--- src/rtl/core/sgm_pkg.sv ---
`default_nettype none

package sgm_pkg;

  localparam int PIX_W          = 8;
  localparam int COL_W          = 10;
  localparam int ROW_W          = 12;
  localparam int FW_W           = 11;
  localparam int FH_W           = 13;
  localparam int GRAD_W         = 11;
  localparam int SQ_W           = 21;
  localparam int ROOT_W         = 8;
  localparam int PADDR_W        = 3;
  localparam int PDATA_W        = 32;

  localparam int MAX_WIDTH_DEF  = 1024;
  localparam int COLUMN_LIMIT   = 1024;
  localparam int HEIGHT_LIMIT   = 4096;
  localparam int MIN_DIM        = 3;

  localparam logic [FW_W-1:0]   FW_RESET = FW_W'(640);
  localparam logic [FH_W-1:0]   FH_RESET = FH_W'(480);
  localparam logic [PIX_W-1:0]  MAG_MAX  = PIX_W'(255);

  typedef enum logic {
    REG_FRAME_WIDTH  = 1'b0,
    REG_FRAME_HEIGHT = 1'b1
  } sgm_reg_t;

  typedef enum logic [4:0] {
    ST_IDLE   = 5'b00001,
    ST_READ   = 5'b00010,
    ST_SQUARE = 5'b00100,
    ST_ROOT   = 5'b01000,
    ST_EMIT   = 5'b10000
  } sgm_state_t;

  typedef struct packed {
    logic accept;
    logic update;
    logic square;
    logic root_step;
    logic load_out;
    logic restart;
  } sgm_cmd_t;

  typedef struct packed {
    logic interior;
    logic root_last;
    logic out_free;
  } sgm_sts_t;

endpackage

`default_nettype wire

--- src/rtl/core/sgm_ctrl.sv ---
`default_nettype none

module sgm_ctrl (
  input  wire logic              clk,
  input  wire logic              rst_n,
  input  wire logic              in_valid,
  output logic                   in_ready,
  input  wire logic              cfg_wr,
  input  wire sgm_pkg::sgm_sts_t sts,
  output sgm_pkg::sgm_cmd_t      cmd
);

  sgm_pkg::sgm_state_t state_r;
  sgm_pkg::sgm_state_t state_nxt;

  always_ff @(posedge clk) begin
    if (!rst_n) begin
      state_r <= sgm_pkg::ST_IDLE;
    end else begin
      state_r <= state_nxt;
    end
  end

  always_comb begin
    state_nxt     = state_r;
    cmd           = '0;
    cmd.restart   = cfg_wr;
    in_ready      = 1'b0;
    case (state_r)
      sgm_pkg::ST_IDLE: begin
        in_ready = 1'b1;
        if (in_valid) begin
          cmd.accept = 1'b1;
          state_nxt  = sgm_pkg::ST_READ;
        end
      end
      sgm_pkg::ST_READ: begin
        cmd.update = 1'b1;
        state_nxt  = sts.interior ? sgm_pkg::ST_SQUARE : sgm_pkg::ST_IDLE;
      end
      sgm_pkg::ST_SQUARE: begin
        cmd.square = 1'b1;
        state_nxt  = sgm_pkg::ST_ROOT;
      end
      sgm_pkg::ST_ROOT: begin
        cmd.root_step = 1'b1;
        if (sts.root_last) begin
          state_nxt = sgm_pkg::ST_EMIT;
        end
      end
      sgm_pkg::ST_EMIT: begin
        if (sts.out_free) begin
          cmd.load_out = 1'b1;
          state_nxt    = sgm_pkg::ST_IDLE;
        end
      end
      default: begin
        state_nxt = sgm_pkg::ST_IDLE;
      end
    endcase
  end

endmodule

`default_nettype wire

--- config.mk ---
export PLATFORM = sky130hd
export DESIGN_NAME = sgm_ctrl
export DESIGN_NICKNAME = d
export VERILOG_FILES = /design/src/rtl/core/sgm_pkg.sv /design/src/rtl/core/sgm_ctrl.sv
export SDC_FILE = /design/constraint.sdc
export NUM_CORES = 1
export LEC_CHECK = 0
export BUFFER_PORTS_ARGS = -buffer_cell sky130_fd_sc_hd__buf_2
export CAP_MARGIN = 30
export CELL_PAD_IN_SITES_DETAIL_PLACEMENT = 1
export CELL_PAD_IN_SITES_GLOBAL_PLACEMENT = 2
export CORE_AREA = 4 4 41 43
export CTS_BUF_LIST = sky130_fd_sc_hd__clkbuf_4 sky130_fd_sc_hd__clkbuf_8
export CTS_CLUSTER_DIAMETER = 100
export DETAILED_ROUTE_END_ITERATION = 7
export DIE_AREA = 0 0 45 47
export GPL_TIMING_DRIVEN = 0
export PLACE_DENSITY = 0.69
export SLEW_MARGIN = 40
export SYNTH_ARGS = -nofsm -noshare
export SYNTH_HDL_FRONTEND = slang
export SYNTH_SLANG_ARGS = --single-unit
--- constraint.sdc ---
create_clock -name clk -period 2 [get_ports clk]
set_clock_uncertainty 0.2 [all_clocks]
set_input_delay 0.4 -clock clk [delete_from_list [all_inputs] [get_ports clk]]
set_output_delay 0.4 -clock clk [all_outputs]
set_load 0.05 [all_outputs]
==> impl_metrics.csv <==
group,metric,value,unit
routing,vias,325,
sta,min_period_over_period,96.2,%
cts,cts_buffers,3,
cts,ctsHoldBuffers,0,
cells_and_area,final_common_cell,"buf_2",
grt,grt_use_total,9.25,%
logic_synthesis,synth_edf_count,0,
grt,grt_start_max_net_pins,8,
cells_and_area,regMostFlops,"state_r",
cells_and_area,area_growth,43.4,%
cts,cts.reportedPaths.clkPinSlew,0.05,ns
worst_setup_path,critPathKind,"reg -> out",
die,initial_core_util,22.6,%
die,die_x,45,um
routing,wire_per_inst,12.3,um
run,maxCapViolCount,0,
die,coreArea,0.00130,mm^2
cts,clk_latency,0.25,ns
routing,antenna_left,0,
sta,rsz0062_at_grt,"no",
placed_design,port_buffers,12,
sta,worstMarginPinSlew,0.249,ns
sta,tns,0,ns
cells_and_area,fin_util,32.4,%
routing,drt-total-wl,822,um
cells_and_area,final_nets,60,
logic_synthesis,syn_area_per_cell,8.17,um^2
worst_setup_path,crit_path_max_fanout,7,
hold_path,hp-class,"in -> reg",
worst_setup_path,critPathRequiredTime,1.40,ns
cts,clkSinkCount,5,
sta,max-slew-margin-rel,83.4,%
grt,antenna_found_initial,0,
grt,grt_pass1_vias,348,
cts,cts_tree,"built",
grt,grt_pass1_wl,1.39,mm
cells_and_area,drive_gt1_share,44.2,%
logic_synthesis,syn_inst,36,
worst_setup_path,startpoint_type,"flop",
status,status,"completed",
cells_and_area,final_cell_mix,"buf_2 (9), clkbuf_4 (7), dfxtp_1 (5), nand2_1 (3), a21oi_1 (3)",
logic_synthesis,synth_flop_cell,"dfxtp_1",
power,power_leakage,0.189,nW
worst_setup_path,end_kind,"output pin",
power,pwr_density_cell,753,mW/mm^2
die,dieArea,0.00212,mm^2
cells_and_area,antenna_cells,0,
die,rows,13,
cells_and_area,reg.largest.list,"state_r (5)",
logic_synthesis,synth_fp_nets,43,
logic_synthesis,ys_seq_area_share,34.0,%
placed_design,hpwl,687,um
sta,hold_viol_final,0,
sta,final-setup-viol-count,0,
logic_synthesis,synth.distinct_cells,25,
cts,cts_buffer_depth,2,
worst_setup_path,critPathArrivalTime,1.32,ns
die,dieHeight,47,um
cells_and_area,largest_register_ffs,5,
placed_design,gp_congestion,0.736,
logic_synthesis,synth-seq-cells,5,
cts,cts-root-buf,"clkbuf_4",
routing,drc,0,
grt,grt_overflow,0,
logic_synthesis,async_reset_ff_share,0,%
cts,cts_max_level,1,
die,ios,14,
sta,fmax,0.520,GHz
logic_synthesis,syn-cell-area,294,um^2
routing,routed_via_density,4.85,
power,peakVddDrop,0.000269,V
routing,drt_iter0_markers,5,
logic_synthesis,synth_warnings,0,
sta,drv_slew,0,
routing,firstDrtPassIters,3,
sta,fin_crit,1.92,ns
[power breakdown]
group	switching (mW)	internal [mW]	total, mW
Combinational	0.0460	0.0258	0.0718
Sequential	0.00621	0.104	0.110
Clock	0.0460	0.0893	0.135
Total	0.0982	0.219	0.317
[worst paths after layout]
check                                start    endpoint  slack (ns)  depth (start not counted)
worst max-delay path            state_r[4]      cmd[5]        0.08                          3
worst min-delay path                sts[2]  state_r[2]        0.18                          3
worst max register to register  state_r[4]  state_r[0]        0.67                          4
worst min register to register  state_r[2]  state_r[3]        0.42                          2
[critical path: stages (launching register included)]
cell      delay (ns)
dfxtp_1         0.36
nor3_2          0.26
and3_1          0.22
clkbuf_4        0.24
[stage by stage]
stage | cells | total power, mW | cell area (um^2) | hold WS (ns) | worst slack, ns
after detailed placement | 63 | 0.180 | 379 | 0.411 | 0.324
final | 67 | 0.317 | 422 | 0.184 | 0.0757
after global placement | 63 | 0.179 | 379 | 0.402 | 0.325
after floorplan | 36 | 0.161 | 300 | 0.319 | 0.0350
after global routing | 67 | 0.331 | 422 | 0.200 | 0.00330
after CTS | 67 | 0.319 | 409 | 0.183 | 0.0468
[logic make-up (layout without fill, tap and decap cells)]
kind of cell / count (synthesis) / in the layout / share of synthesized area, %
AO/OA/AOI/OAI: 7 / 7 / 14.9
XOR/XNOR: 1 / 1 / 2.98
buffers and inverters: 3 / 19 / 5.10
flip-flops: 5 / 5 / 34.0
AND/OR/NAND/NOR: 20 / 20 / 43.0
[cell usage after synthesis (all sizes together), types with 2 or more instances]
master | count | area, um^2
dfxtp | 5 | 100
nor2 | 4 | 17.5
a21oi | 3 | 15.0
nand2 | 3 | 11.3
nand4b | 2 | 17.5
o21ai | 2 | 13.8
[timing repair]
item	4_1_cts	5_1_grt
endpoints found under the setup margin	0	4
gates resized for setup	0	5
setup buffers	0	0
[cell type report]
cell class / count / area (um^2)
repair buffers: 12 / 67.6
multi-input cells: 28 / 190
inverters: 2 / 7.51
plain buffers: 1 / 7.51
clock buffers: 4 / 30.0
flip-flops and latches: 5 / 100
fillers: 179 / 880
well taps: 15 / 18.8
[routing by layer]
layer	global-route usage (%)	share of wire [%]	wire length, um	up-vias
met1	8.88	40	327	150
met5	0	0	0	-
met3	3.83	7.2	59	2
met2	16.7	52	426	11
li1	-	-	-	162
met4	5.26	0.97	8	0
Power figures use the tool's default switching activity.
